### config.mk
export PLATFORM = sky130hd
export DESIGN_NAME = nec_ir_frame_decoder
export DESIGN_NICKNAME = d
export VERILOG_FILES = /design/src/rtl/nirfd_pkg.sv /design/src/rtl/nirfd_front.sv /design/src/rtl/nirfd_queue.sv /design/src/rtl/nirfd_back.sv /design/src/rtl/nec_ir_frame_decoder.sv
export SDC_FILE = /design/constraint.sdc
export NUM_CORES = 1
export LEC_CHECK = 0
export ABC_AREA = 1
export ABC_CLOCK_PERIOD_IN_PS = 3700
export BUFFER_PORTS_ARGS = -buffer_cell sky130_fd_sc_hd__buf_2
export CAP_MARGIN = 20
export CORE_UTILIZATION = 25
export CTS_BUF_LIST = sky130_fd_sc_hd__clkbuf_2
export DETAILED_ROUTE_END_ITERATION = 10
export PLACE_DENSITY = 0.47
export SLEW_MARGIN = 25
export SYNTH_ARGS = -nofsm -noshare
export SYNTH_HDL_FRONTEND = slang
export SYNTH_SLANG_ARGS = --single-unit
### constraint.sdc
create_clock -name i_clk -period 3.7 [get_ports i_clk]
set_input_delay 0.74 -clock i_clk [delete_from_list [all_inputs] [get_ports i_clk]]
set_output_delay 0.74 -clock i_clk [all_outputs]
set_load 0.005 [all_outputs]
### src/rtl/nirfd_pkg.sv
// shared types and constants for the nec infrared frame decoder
`default_nettype none
package nirfd_pkg;

    // raw event codes on the input port
    typedef enum logic [1:0] {
        OP_RISE = 2'd0,
        OP_FALL = 2'd1,
        OP_TICK = 2'd2,
        OP_SCAN = 2'd3
    } t_op;

    // classified commands passed from front to back
    typedef enum logic [2:0] {
        CMD_RISE        = 3'd0,
        CMD_FALL_NONE   = 3'd1,
        CMD_FALL_ZERO   = 3'd2,
        CMD_FALL_ONE    = 3'd3,
        CMD_FALL_REPEAT = 3'd4,
        CMD_FALL_LEADER = 3'd5,
        CMD_TICK        = 3'd6,
        CMD_SCAN        = 3'd7
    } t_cmd;

    // configuration register indexes
    typedef enum logic {
        CFG_DEVICE_ADDRESS = 1'b0,
        CFG_TIMEOUT_TICKS  = 1'b1
    } t_cfg_idx;

    // configuration values seen by the back end
    typedef struct packed {
        logic [7:0] device_address;
        logic [3:0] timeout_ticks;
    } t_cfg;

    // pulse width band limits in microseconds, bounds exclusive
    localparam logic [15:0] ZERO_LO   = 16'd300;
    localparam logic [15:0] ZERO_HI   = 16'd800;
    localparam logic [15:0] ONE_LO    = 16'd1400;
    localparam logic [15:0] ONE_HI    = 16'd1800;
    localparam logic [15:0] REPEAT_LO = 16'd2000;
    localparam logic [15:0] REPEAT_HI = 16'd3000;
    localparam logic [15:0] LEADER_LO = 16'd4200;
    localparam logic [15:0] LEADER_HI = 16'd4700;

    localparam logic [7:0] DEVICE_ADDRESS_RST = 8'd0;
    localparam logic [3:0] TIMEOUT_TICKS_RST  = 4'd14;

    // command queue depth
    localparam int QUEUE_DEPTH = 4;
    localparam int QUEUE_AW    = $clog2(QUEUE_DEPTH);

endpackage
`default_nettype wire

### src/rtl/nirfd_front.sv
// front end: accepts events and classifies falling-edge pulse widths
`default_nettype none
module nirfd_front (
    input  wire logic           [1:0] i_operation,
    input  wire logic          [15:0] i_pulse_width,
    output nirfd_pkg::t_cmd           o_cmd
);
    import nirfd_pkg::*;

    // width bands are disjoint, so classification needs no state
    always_comb begin
        case (t_op'(i_operation))
            OP_RISE: o_cmd = CMD_RISE;
            OP_FALL: begin
                if (i_pulse_width inside {[ZERO_LO + 16'd1 : ZERO_HI - 16'd1]}) begin
                    o_cmd = CMD_FALL_ZERO;
                end else if (i_pulse_width inside {[ONE_LO + 16'd1 : ONE_HI - 16'd1]}) begin
                    o_cmd = CMD_FALL_ONE;
                end else if (i_pulse_width inside
                             {[REPEAT_LO + 16'd1 : REPEAT_HI - 16'd1]}) begin
                    o_cmd = CMD_FALL_REPEAT;
                end else if (i_pulse_width inside
                             {[LEADER_LO + 16'd1 : LEADER_HI - 16'd1]}) begin
                    o_cmd = CMD_FALL_LEADER;
                end else begin
                    o_cmd = CMD_FALL_NONE;
                end
            end
            OP_TICK: o_cmd = CMD_TICK;
            OP_SCAN: o_cmd = CMD_SCAN;
            default: o_cmd = CMD_FALL_NONE;
        endcase
    end

endmodule
`default_nettype wire

### src/rtl/nirfd_queue.sv
// short command queue between front and back ends
`default_nettype none
module nirfd_queue (
    input  wire logic            i_clk,
    input  wire logic            i_rst_n,
    input  wire logic            i_push,
    input  nirfd_pkg::t_cmd      i_push_cmd,
    output logic                 o_full,
    input  wire logic            i_pop,
    output logic                 o_empty,
    output nirfd_pkg::t_cmd      o_head_cmd
);
    import nirfd_pkg::*;

    t_cmd                r_mem [QUEUE_DEPTH];
    logic [QUEUE_AW-1:0] r_wr_ptr;
    logic [QUEUE_AW-1:0] r_rd_ptr;
    logic [QUEUE_AW:0]   r_count;
    logic                do_push;
    logic                do_pop;

    assign o_full     = (r_count == (QUEUE_AW+1)'(QUEUE_DEPTH));
    assign o_empty    = (r_count == '0);
    assign o_head_cmd = r_mem[r_rd_ptr];
    assign do_push    = i_push && !o_full;
    assign do_pop     = i_pop && !o_empty;

    // entry storage
    always_ff @(posedge i_clk) begin
        if (do_push) begin
            r_mem[r_wr_ptr] <= i_push_cmd;
        end
    end

    // pointers and fill count
    always_ff @(posedge i_clk) begin
        if (!i_rst_n) begin
            r_wr_ptr <= '0;
            r_rd_ptr <= '0;
            r_count  <= '0;
        end else begin
            if (do_push) begin
                r_wr_ptr <= r_wr_ptr + 1'b1;
            end
            if (do_pop) begin
                r_rd_ptr <= r_rd_ptr + 1'b1;
            end
            case ({do_push, do_pop})
                2'b10:   r_count <= r_count + 1'b1;
                2'b01:   r_count <= r_count - 1'b1;
                default: r_count <= r_count;
            endcase
        end
    end

endmodule
`default_nettype wire

### src/rtl/nirfd_back.sv
// back end: decoder state, command execution and result register
`default_nettype none
module nirfd_back (
    input  wire logic        i_clk,
    input  wire logic        i_rst_n,
    input  nirfd_pkg::t_cfg  i_cfg,
    input  wire logic        i_cmd_valid,
    input  nirfd_pkg::t_cmd  i_cmd,
    output logic             o_cmd_pop,
    output logic             o_out_valid,
    input  wire logic        i_out_ready,
    output logic       [7:0] o_key_code,
    output logic       [7:0] o_repeats_out,
    output logic             o_frame_waiting
);
    import nirfd_pkg::*;

    logic        r_leader_seen, n_leader_seen;
    logic        r_rise_seen,   n_rise_seen;
    logic        r_frame_ready, n_frame_ready;
    logic [3:0]  r_idle_ticks,  n_idle_ticks;
    logic [31:0] r_shift_word,  n_shift_word;
    logic [7:0]  r_repeat_cnt,  n_repeat_cnt;
    logic [7:0]  n_key;

    logic        r_out_valid;
    logic [7:0]  r_key_code;
    logic [7:0]  r_repeats_out;
    logic        r_frame_waiting;

    logic [7:0]  addr_byte, addr_inv, cmd_byte, cmd_inv, scan_key;

    // take a command when the result slot is free or being drained
    assign o_cmd_pop = i_cmd_valid && (!r_out_valid || i_out_ready);

    // frame check on scan
    assign addr_byte = r_shift_word[7:0];
    assign addr_inv  = r_shift_word[15:8];
    assign cmd_byte  = r_shift_word[23:16];
    assign cmd_inv   = r_shift_word[31:24];
    assign scan_key  = ((addr_byte == ~addr_inv) && (addr_byte == i_cfg.device_address)
                        && (cmd_byte == ~cmd_inv)) ? cmd_byte : 8'd0;

    // next decoder state for the command at the queue head
    always_comb begin
        n_leader_seen = r_leader_seen;
        n_rise_seen   = r_rise_seen;
        n_frame_ready = r_frame_ready;
        n_idle_ticks  = r_idle_ticks;
        n_shift_word  = r_shift_word;
        n_repeat_cnt  = r_repeat_cnt;
        n_key         = 8'd0;
        case (i_cmd)
            CMD_RISE: n_rise_seen = 1'b1;
            CMD_FALL_NONE: n_rise_seen = 1'b0;
            CMD_FALL_ZERO: begin
                n_rise_seen = 1'b0;
                if (r_rise_seen && r_leader_seen) begin
                    n_shift_word = {1'b0, r_shift_word[31:1]};
                end
            end
            CMD_FALL_ONE: begin
                n_rise_seen = 1'b0;
                if (r_rise_seen && r_leader_seen) begin
                    n_shift_word = {1'b1, r_shift_word[31:1]};
                end
            end
            CMD_FALL_REPEAT: begin
                n_rise_seen = 1'b0;
                if (r_rise_seen && r_leader_seen) begin
                    n_repeat_cnt = r_repeat_cnt + 8'd1;
                    n_idle_ticks = 4'd0;
                end
            end
            CMD_FALL_LEADER: begin
                n_rise_seen = 1'b0;
                if (r_rise_seen && !r_leader_seen) begin
                    n_leader_seen = 1'b1;
                    n_repeat_cnt  = 8'd0;
                end
            end
            CMD_TICK: begin
                if (r_leader_seen) begin
                    n_rise_seen = 1'b0;
                    if (r_idle_ticks == 4'd0) begin
                        n_frame_ready = 1'b1;
                    end
                    if (r_idle_ticks < i_cfg.timeout_ticks) begin
                        n_idle_ticks = r_idle_ticks + 4'd1;
                    end else begin
                        n_leader_seen = 1'b0;
                        n_idle_ticks  = 4'd0;
                    end
                end
            end
            CMD_SCAN: begin
                if (r_frame_ready) begin
                    n_key = scan_key;
                    if ((scan_key == 8'd0) || !r_leader_seen) begin
                        n_frame_ready = 1'b0;
                        n_repeat_cnt  = 8'd0;
                    end
                end
            end
            default: n_rise_seen = r_rise_seen;
        endcase
    end

    // decoder state
    always_ff @(posedge i_clk) begin
        if (!i_rst_n) begin
            r_leader_seen <= 1'b0;
            r_rise_seen   <= 1'b0;
            r_frame_ready <= 1'b0;
            r_idle_ticks  <= 4'd0;
            r_shift_word  <= 32'd0;
            r_repeat_cnt  <= 8'd0;
        end else if (o_cmd_pop) begin
            r_leader_seen <= n_leader_seen;
            r_rise_seen   <= n_rise_seen;
            r_frame_ready <= n_frame_ready;
            r_idle_ticks  <= n_idle_ticks;
            r_shift_word  <= n_shift_word;
            r_repeat_cnt  <= n_repeat_cnt;
        end
    end

    // result valid
    always_ff @(posedge i_clk) begin
        if (!i_rst_n) begin
            r_out_valid <= 1'b0;
        end else if (o_cmd_pop) begin
            r_out_valid <= 1'b1;
        end else if (i_out_ready) begin
            r_out_valid <= 1'b0;
        end
    end

    // result payload
    always_ff @(posedge i_clk) begin
        if (o_cmd_pop) begin
            r_key_code      <= n_key;
            r_repeats_out   <= n_repeat_cnt;
            r_frame_waiting <= n_frame_ready;
        end
    end

    assign o_out_valid     = r_out_valid;
    assign o_key_code      = r_key_code;
    assign o_repeats_out   = r_repeats_out;
    assign o_frame_waiting = r_frame_waiting;

endmodule
`default_nettype wire

### src/rtl/nec_ir_frame_decoder.sv
// top level of the nec infrared frame decoder with configuration registers
//
// channel   signals                                        direction
// -------   --------------------------------------------   ---------
// input     i_in_valid o_in_ready i_operation i_pulse_width  in
// output    o_out_valid i_out_ready o_key_code o_repeats_out
//           o_frame_waiting                                 out
// config    i_cfg_valid o_cfg_ready i_cfg_index i_cfg_data   in
//
// one request per cycle sustained while results are taken; a request is
// written into the queue, then executed into the result register.
// the four-entry command queue absorbs up to four requests while the
// result side stalls; o_in_ready drops only when the queue is full.
// synchronous active-low reset clears decoder state, queue and registers
// to their defaults; configuration writes are always taken.
`default_nettype none
module nec_ir_frame_decoder (
    input  wire logic        i_clk,
    input  wire logic        i_rst_n,
    input  wire logic        i_in_valid,
    output logic             o_in_ready,
    input  wire logic  [1:0] i_operation,
    input  wire logic [15:0] i_pulse_width,
    output logic             o_out_valid,
    input  wire logic        i_out_ready,
    output logic       [7:0] o_key_code,
    output logic       [7:0] o_repeats_out,
    output logic             o_frame_waiting,
    input  wire logic        i_cfg_valid,
    output logic             o_cfg_ready,
    input  wire logic        i_cfg_index,
    input  wire logic  [7:0] i_cfg_data
);
    import nirfd_pkg::*;

    t_cfg  r_cfg;
    t_cmd  front_cmd;
    t_cmd  head_cmd;
    logic  queue_full;
    logic  queue_empty;
    logic  cmd_pop;

    // configuration registers
    assign o_cfg_ready = 1'b1;

    always_ff @(posedge i_clk) begin
        if (!i_rst_n) begin
            r_cfg.device_address <= DEVICE_ADDRESS_RST;
            r_cfg.timeout_ticks  <= TIMEOUT_TICKS_RST;
        end else if (i_cfg_valid) begin
            case (t_cfg_idx'(i_cfg_index))
                CFG_DEVICE_ADDRESS: r_cfg.device_address <= i_cfg_data;
                CFG_TIMEOUT_TICKS:  r_cfg.timeout_ticks  <= i_cfg_data[3:0];
                default:            r_cfg <= r_cfg;
            endcase
        end
    end

    // event classification
    nirfd_front u_front (
        .i_operation   (i_operation),
        .i_pulse_width (i_pulse_width),
        .o_cmd         (front_cmd)
    );

    assign o_in_ready = !queue_full;

    // command queue
    nirfd_queue u_queue (
        .i_clk      (i_clk),
        .i_rst_n    (i_rst_n),
        .i_push     (i_in_valid),
        .i_push_cmd (front_cmd),
        .o_full     (queue_full),
        .i_pop      (cmd_pop),
        .o_empty    (queue_empty),
        .o_head_cmd (head_cmd)
    );

    // execution and result register
    nirfd_back u_back (
        .i_clk           (i_clk),
        .i_rst_n         (i_rst_n),
        .i_cfg           (r_cfg),
        .i_cmd_valid     (!queue_empty),
        .i_cmd           (head_cmd),
        .o_cmd_pop       (cmd_pop),
        .o_out_valid     (o_out_valid),
        .i_out_ready     (i_out_ready),
        .o_key_code      (o_key_code),
        .o_repeats_out   (o_repeats_out),
        .o_frame_waiting (o_frame_waiting)
    );

endmodule
`default_nettype wire

Word level (Yosys, flattened, before mapping)
Memory sizes are Yosys's and may differ from the RTL's. A register that Yosys moved wholly into a read port is not among the register bits.
Cells that the tools add are included.
{ "classes": {"n_reduce_logical": 36, "n_mux": 36, "bitwise_logic": 3, "n_eq_ne": 21, "n_lt_le_gt_ge": 9, "add_sub_neg": 6} }
{ "op_table": {"columns": ["cell", "n"], "rows": [
  ["two-way mux 32 bit", 2],
  ["one-hot mux 32 bit (2 select lines)", 1],
  ["two-way mux 8 bit", 5],
  [">= comparator 16 x 11 -> 1 bit, second input constant", 2],
  ["equality test 8 bit", 3],
  ["one-hot mux 8 bit (3 select lines)", 1],
  [">= comparator 16 x 13 -> 1 bit, second input constant", 1],
  [">= comparator 16 x 9 -> 1 bit, second input constant", 1],
  ["less-or-equal comparator 16 x 10 -> 1 bit, second input constant", 1],
  ["less-or-equal comparator 16 x 11 -> 1 bit, second input constant", 1],
  ["less-or-equal comparator 16 x 12 -> 1 bit, second input constant", 1],
  ["less-or-equal comparator 16 x 13 -> 1 bit, second input constant", 1],
  ["NOT 8 bit", 2],
  ["equality test 3 bit, second input constant", 5],
  ["two-way mux 1 bit", 12],
  ["two-way mux 3 bit", 4],
  ["two-way mux 4 bit", 3],
  ["one-hot mux 3 bit (4 select lines)", 1],
  ["logical AND 1 bit", 11],
  ["!= test 2 x 1 -> 1 bit, second input constant", 5],
  ["nonzero test 2 bit", 5],
  ["adder 8 x 1 -> 8 bit, second input constant", 1],
  ["zero test 8 bit", 1],
  ["one-hot mux 4 bit (2 select lines)", 1],
  ["24 further kinds", 40]
]} }
{ "word_totals": {"wordCells": 127, "regBits": 84, "in_bits": 32, "ram_bits": 12, "out_inout_bits": 20, "mem_count": 1} }
{ "memory_table": {"columns": ["memory", "depth", "word_bits", "rd", "rd_ports_with_merged_regs", "write_ports", "line_no", "text"], "rows": [
  ["u_queue.r_mem", 4, 3, 1, 1, 1, "nirfd_queue.sv:15", "t_cmd r_mem [QUEUE_DEPTH];"]
]} }

Depth between registers and ports, before layout
{ "depth": {"depth_word": 10, "mapped_depth": 16, "mapped_depth_nobuf": 16} }

Hierarchy
Synthesis repeated with hierarchy kept, for this count alone.
{ "unflattened": {"cells_unflattened": 735, "hier_area_um2": 5303.8} }
{ "by_module_without_submodules": {"columns": ["module", "seq_area_each_um2", "area_each_um2", "cells_each", "n_inst"], "rows": [
  ["nirfd_back", 1471.4, 3409.5, 472, 1],
  ["nirfd_queue", 540.5, 953.4, 99, 1],
  ["nec_ir_frame_decoder", 240.2, 511.7, 75, 1],
  ["nirfd_front", 0.0, 429.2, 89, 1]
]} }

Worst setup path before layout
OpenSTA, ideal clock, no wires.
{ "synth_timing": {"path_type": "input port to flip-flop", "startpoint": "input port i_out_ready", "endpoint": "register u_queue.r_count[2]", "setup_ns": 0.122, "required_time_ns": 3.578, "path_stages": 10, "arrival_ns": 2.926, "path_slack_ns": 0.652, "n_path_buf": 1, "path_cell_list": "nor2_1 a31oi_1 clkbuf_1 ha_1 inv_1 fa_1 a21oi_1 o21ai_0 o21ai_0 a21oi_1"} }
{ "synth_via": {"elab_chain_len": 5, "elab_cells_between_ends": 7, "classes_between": "eq/ne: 2; mux: 1; reduce/logical: 4"} }
{ "synth_rtl": {"columns": ["element", "line_no", "text"], "rows": [
  ["start, declared", "nec_ir_frame_decoder.sv:25", "input wire logic i_out_ready,"],
  ["logical OR 1 bit *", "nirfd_back.sv:34", "assign o_cmd_pop = i_cmd_valid && (!r_out_valid || i_out_ready);"],
  ["logical AND 1 bit *", "nirfd_back.sv:34", null],
  ["net cmd_pop", "nec_ir_frame_decoder.sv:41", "logic cmd_pop;"],
  ["logical AND 1 bit *", "nirfd_queue.sv:26", "assign do_pop = i_pop && !o_empty;"],
  ["equality test 2 x 1 -> 1 bit / equality test 2 bit (equally long branches)", "nirfd_queue.sv:48", "case ({do_push, do_pop})"],
  ["one-hot mux 3 bit (2 select lines) / nonzero test 2 bit (equally long branches)", null, null],
  ["end signal, assigned", "nirfd_queue.sv:49", "2'b10: r_count <= r_count + 1'b1;"],
  ["end signal, assigned", "nirfd_queue.sv:50", "2'b01: r_count <= r_count - 1'b1;"],
  ["end signal, assigned", "nirfd_queue.sv:51", "default: r_count <= r_count;"],
  ["end, declared", "nirfd_queue.sv:18", "logic [QUEUE_AW:0] r_count;"]
]} }
The timed path passes the listed nets; every way through them passes the cells marked *.
A chain may end at the register's enable or synchronous reset.

Worst setup path after layout
{ "layout_timing": {"startpoint": "register u_back.r_leader_seen", "endpoint": "register u_back.r_repeats_out[6], in the netlist u_back.o_repeats_out[6], data pin"} }
{ "layout_via": {"elab_chain_len": 5, "elab_cells_between_ends": 9, "classes_between": "mux: 5; reduce/logical: 4"} }
{ "layout_rtl": {"columns": ["element", "line_no", "text"], "rows": [
  ["start, declared", "nirfd_back.sv:18", "logic r_leader_seen, n_leader_seen;"],
  ["start signal, assigned", "nirfd_back.sv:119", "r_leader_seen <= n_leader_seen;"],
  ["zero test 1 bit", "nirfd_back.sv:77, nirfd_back.sv:99", null],
  ["logical OR 1 bit", "nirfd_back.sv:99", "if ((scan_key == 8'd0) || !r_leader_seen) begin"],
  ["two-way mux 8 bit", "nirfd_back.sv:99", null],
  ["two-way mux 8 bit", "nirfd_back.sv:97", "if (r_frame_ready) begin"],
  ["one-hot mux 8 bit (3 select lines) *", "nirfd_back.sv:53", "case (i_cmd)"],
  ["net u_back.n_repeat_cnt[6]", "nirfd_back.sv:23", "logic [7:0] r_repeat_cnt, n_repeat_cnt;"],
  ["end signal, assigned", "nirfd_back.sv:143", "r_repeats_out <= n_repeat_cnt;"],
  ["end, declared", "nirfd_back.sv:28", "logic [7:0] r_repeats_out;"]
]} }
Marks and branches as above.

==> impl_metrics.json <==
{
  "rsz0062_at_grt": "no",
  "vias": 4264,
  "ant_nets": 0,
  "min_period_over_period": 0.577,
  "path_common_cell": "nand2_1",
  "arrival_ps": 2500,
  "critPathCaptureType": "flop",
  "firstDrtPassIters": 4,
  "hold_depth": 3,
  "core_um2": 19700,
  "syn_to_final_growth_pct": 12.8,
  "synth_edf_count": 29,
  "synthTopCellsByArea": "dfxtp_1, edfxtp_1, nand2_1, a21oi_1, inv_1",
  "crit_fanout": 6,
  "finalSetupViolations": 0,
  "nets": 757,
  "drt_wl_total_um": 11200,
  "slew_viol_final": 0,
  "seq_area_frac_synth": 0.445,
  "worst_pin_slew_ps": 694,
  "power_density_nw_per_um2": 585,
  "fin_worst_skew_ps": 24.4,
  "ys_ff_latch": 98,
  "status": "finished, final reports clean",
  "cts_resized": 0,
  "cts_tree": "yes",
  "drcViolationCount": 0,
  "vias_per_cell": 4.33,
  "die-area_um2": 20800,
  "p_int_mw": 2.00,
  "cp_num_buf_inv": 2,
  "ys.flop_type": "dfxtp_1",
  "clk_latency_ps": 570,
  "syn_avg_cell_area_um2": 7.58,
  "totalNegativeSetupSlack_ps": 0,
  "placed_cells": 967,
  "yosys.area.top_type_share": 0.273,
  "h-tree-depth": 3,
  "cp_slowest_cell": "dfxtp_1",
  "synth_warnings": 0,
  "hpwlAfterDp_um": 8090,
  "start_util": 0.257,
  "async_reset_ff_frac": 0,
  "cts_hold_buf": 0,
  "numPortBuffers": 50,
  "grt_usage": 0.116,
  "path_clk_slew_ps": 270,
  "grt_pass1_wl_um": 19100,
  "layout_commonest_cell": "nand2_1",
  "netlist_instances": 667,
  "dieHeight_um": 144,
  "startpoint_type": "flop",
  "synth_cell_types": 50,
  "critical_path_depth": 10,
  "cpLargestDelayFamily": "simple AND/OR/NAND/NOR gates",
  "cts_buffer_depth": 2,
  "criticalPathCategory": "reg -> reg",
  "worstPathRequired_ps": 4060,
  "switchingPower_mw": 1.34,
  "cts_made_buffers": 9,
  "peakVddDrop_v": 0.000184,
  "instances_no_fill": 984,
  "comb_power_share": 0.401,
  "cts_sinks": 98,
  "grt_overflow": 0,
  "p_leak_nw": 2.33,
  "min_period_ps": 2140,
  "p_clk_frac": 0.157,
  "post-cts-setup-buffers": 0,
  "syn_area_um2": 5060,
  "grt_pass1_vias": 3921,
  "synth_area_leader_cell": "dfxtp_1",
  "synth_nets": 711,
  "ios": 52,
  "drt_iter0_drc": 233,
  "p_seq_frac": 0.442,
  "max_cap_viol_count": 0,
  "max_stage_delay_ps": 490,
  "hold_viol": 0,
  "ff2ff_path_depth": 10,
  "critical_path.cell_chain": "nand2_1, inv_1, nand2_1, nor3_1, nand3_1, xor2_1, a211oi_1, nand2_1, nand2_1, inv_1",
  "die_x_um": 144,
  "final_cell_mix": "nand2_1, inv_1, nor2_1",
  "max-slew-margin-rel": 0.537,
  "cts_root_buf": "clkbuf_2",
  "fmax_ghz": 0.468,
  "antenna_found_initial": 1,
  "holdWs_ps": 359,
  "wl_per_cell_um": 11.4,
  "p_sw_frac": 0.402,
  "hold_class": "in -> reg",
  "place_congestion": 0.776,
  "rows": 51,
  "drive_gt1_frac": 0.132,
  "grt_max_degree": 49
}
==> cells in the mapped netlist (9+ instances only) <==
library cell and count:
a21oi_1 66, inv_1 85, dfxtp_1 69, nand4_1 9
o21ai_0 62, edfxtp_1 29, nand3_1 14, nor2_1 77
clkbuf_1 12, nand2_1 137, ha_1 11, nor3_1 16
==> logic make-up (layout without fill, tap and decap cells) <==
family                   Yosys count  after routing  share of synthesized area
XOR/XNOR                          12             12                     0.0208
buffers and inverters            109            160                     0.0851
flip-flops                        98             98                      0.445
other                              1              2                   0.000741
AND/OR/NAND/NOR                  277            277                      0.240
adder cells (fa/ha/maj)           12             12                     0.0312
AO/OA/AOI/OAI                    158            158                      0.177
==> sequential cells by signal, indices dropped and copies added, names as in the netlist, named ones only <==
name and flops:
u_back.r_shift_word 32, r_cfg 12, u_queue.r_mem 12, u_back.o_key_code 8, u_back.o_repeats_out 8, u_back.r_repeat_cnt 8
u_back.r_idle_ticks 4, u_queue.r_count 3, u_queue.r_rd_ptr 2, u_queue.r_wr_ptr 2, u_back.o_frame_waiting 1, u_back.o_out_valid 1
u_back.r_frame_ready 1, u_back.r_leader_seen 1, u_back.r_rise_seen 1
==> power groups by stage <==
stage | Combinational, mW | Sequential (mW) | Clock, mW
after floorplan | 0.999 | 1.50 | 0
after global placement | 1.35 | 1.51 | 0
after detailed placement | 1.36 | 1.50 | 0
after CTS | 1.36 | 1.48 | 0.553
after global routing | 1.55 | 1.51 | 0.592
final | 1.34 | 1.48 | 0.524
==> metrics by stage <==
stage	area, µm²	utilization	worst slack [ps]	power (mW)
after floorplan	5060	-	652	2.50
after global placement	5590	0.285	1390	2.85
after detailed placement	5590	0.285	1340	2.86
after CTS	5700	0.290	1510	3.40
after global routing	5710	0.290	1200	3.65
final	5710	0.290	1560	3.34
==> per-layer routing <==
layer | share of wire | global-route usage | wire length, µm | vias up
met5 | 0 | 0 | 0 | -
met4 | 0.014 | 0.0449 | 159 | 0
met3 | 0.033 | 0.0189 | 371 | 11
met2 | 0.41 | 0.168 | 4630 | 65
met1 | 0.54 | 0.169 | 6040 | 1896
li1 | - | - | - | 2292
==> cell type report <==
type / count / area (µm²)
timing repair buffer: 53 / 273
clock inverter: 5 / 55.1
multi-input combinational: 460 / 2390
tap: 265 / 332
inverter: 91 / 347
clock buffer: 11 / 55.1
fill: 2229 / 13900
antenna: 1 / 2.50
sequential: 98 / 2250
==> tightest hold or removal path, stage by stage <==
cell and delay (ps):
buf_2 80, nor2_1 30, nor2_1 80
==> path summary, 6_finish.rpt <==
check                                          from                                 to  slack, ps
hold reg to reg               r_cfg[7]$_SDFFE_PN0P_              r_cfg[7]$_SDFFE_PN0P_        490
hold / removal                        i_cfg_data[5]              r_cfg[9]$_SDFFE_PN0P_        360
setup reg to reg  u_back.r_leader_seen$_SDFFE_PN0P_  u_back.o_repeats_out[6]$_DFFE_PP_       1560
setup / recovery  u_back.r_leader_seen$_SDFFE_PN0P_  u_back.o_repeats_out[6]$_DFFE_PP_       1560
No activity file was read; power rests on OpenSTA's default activity.
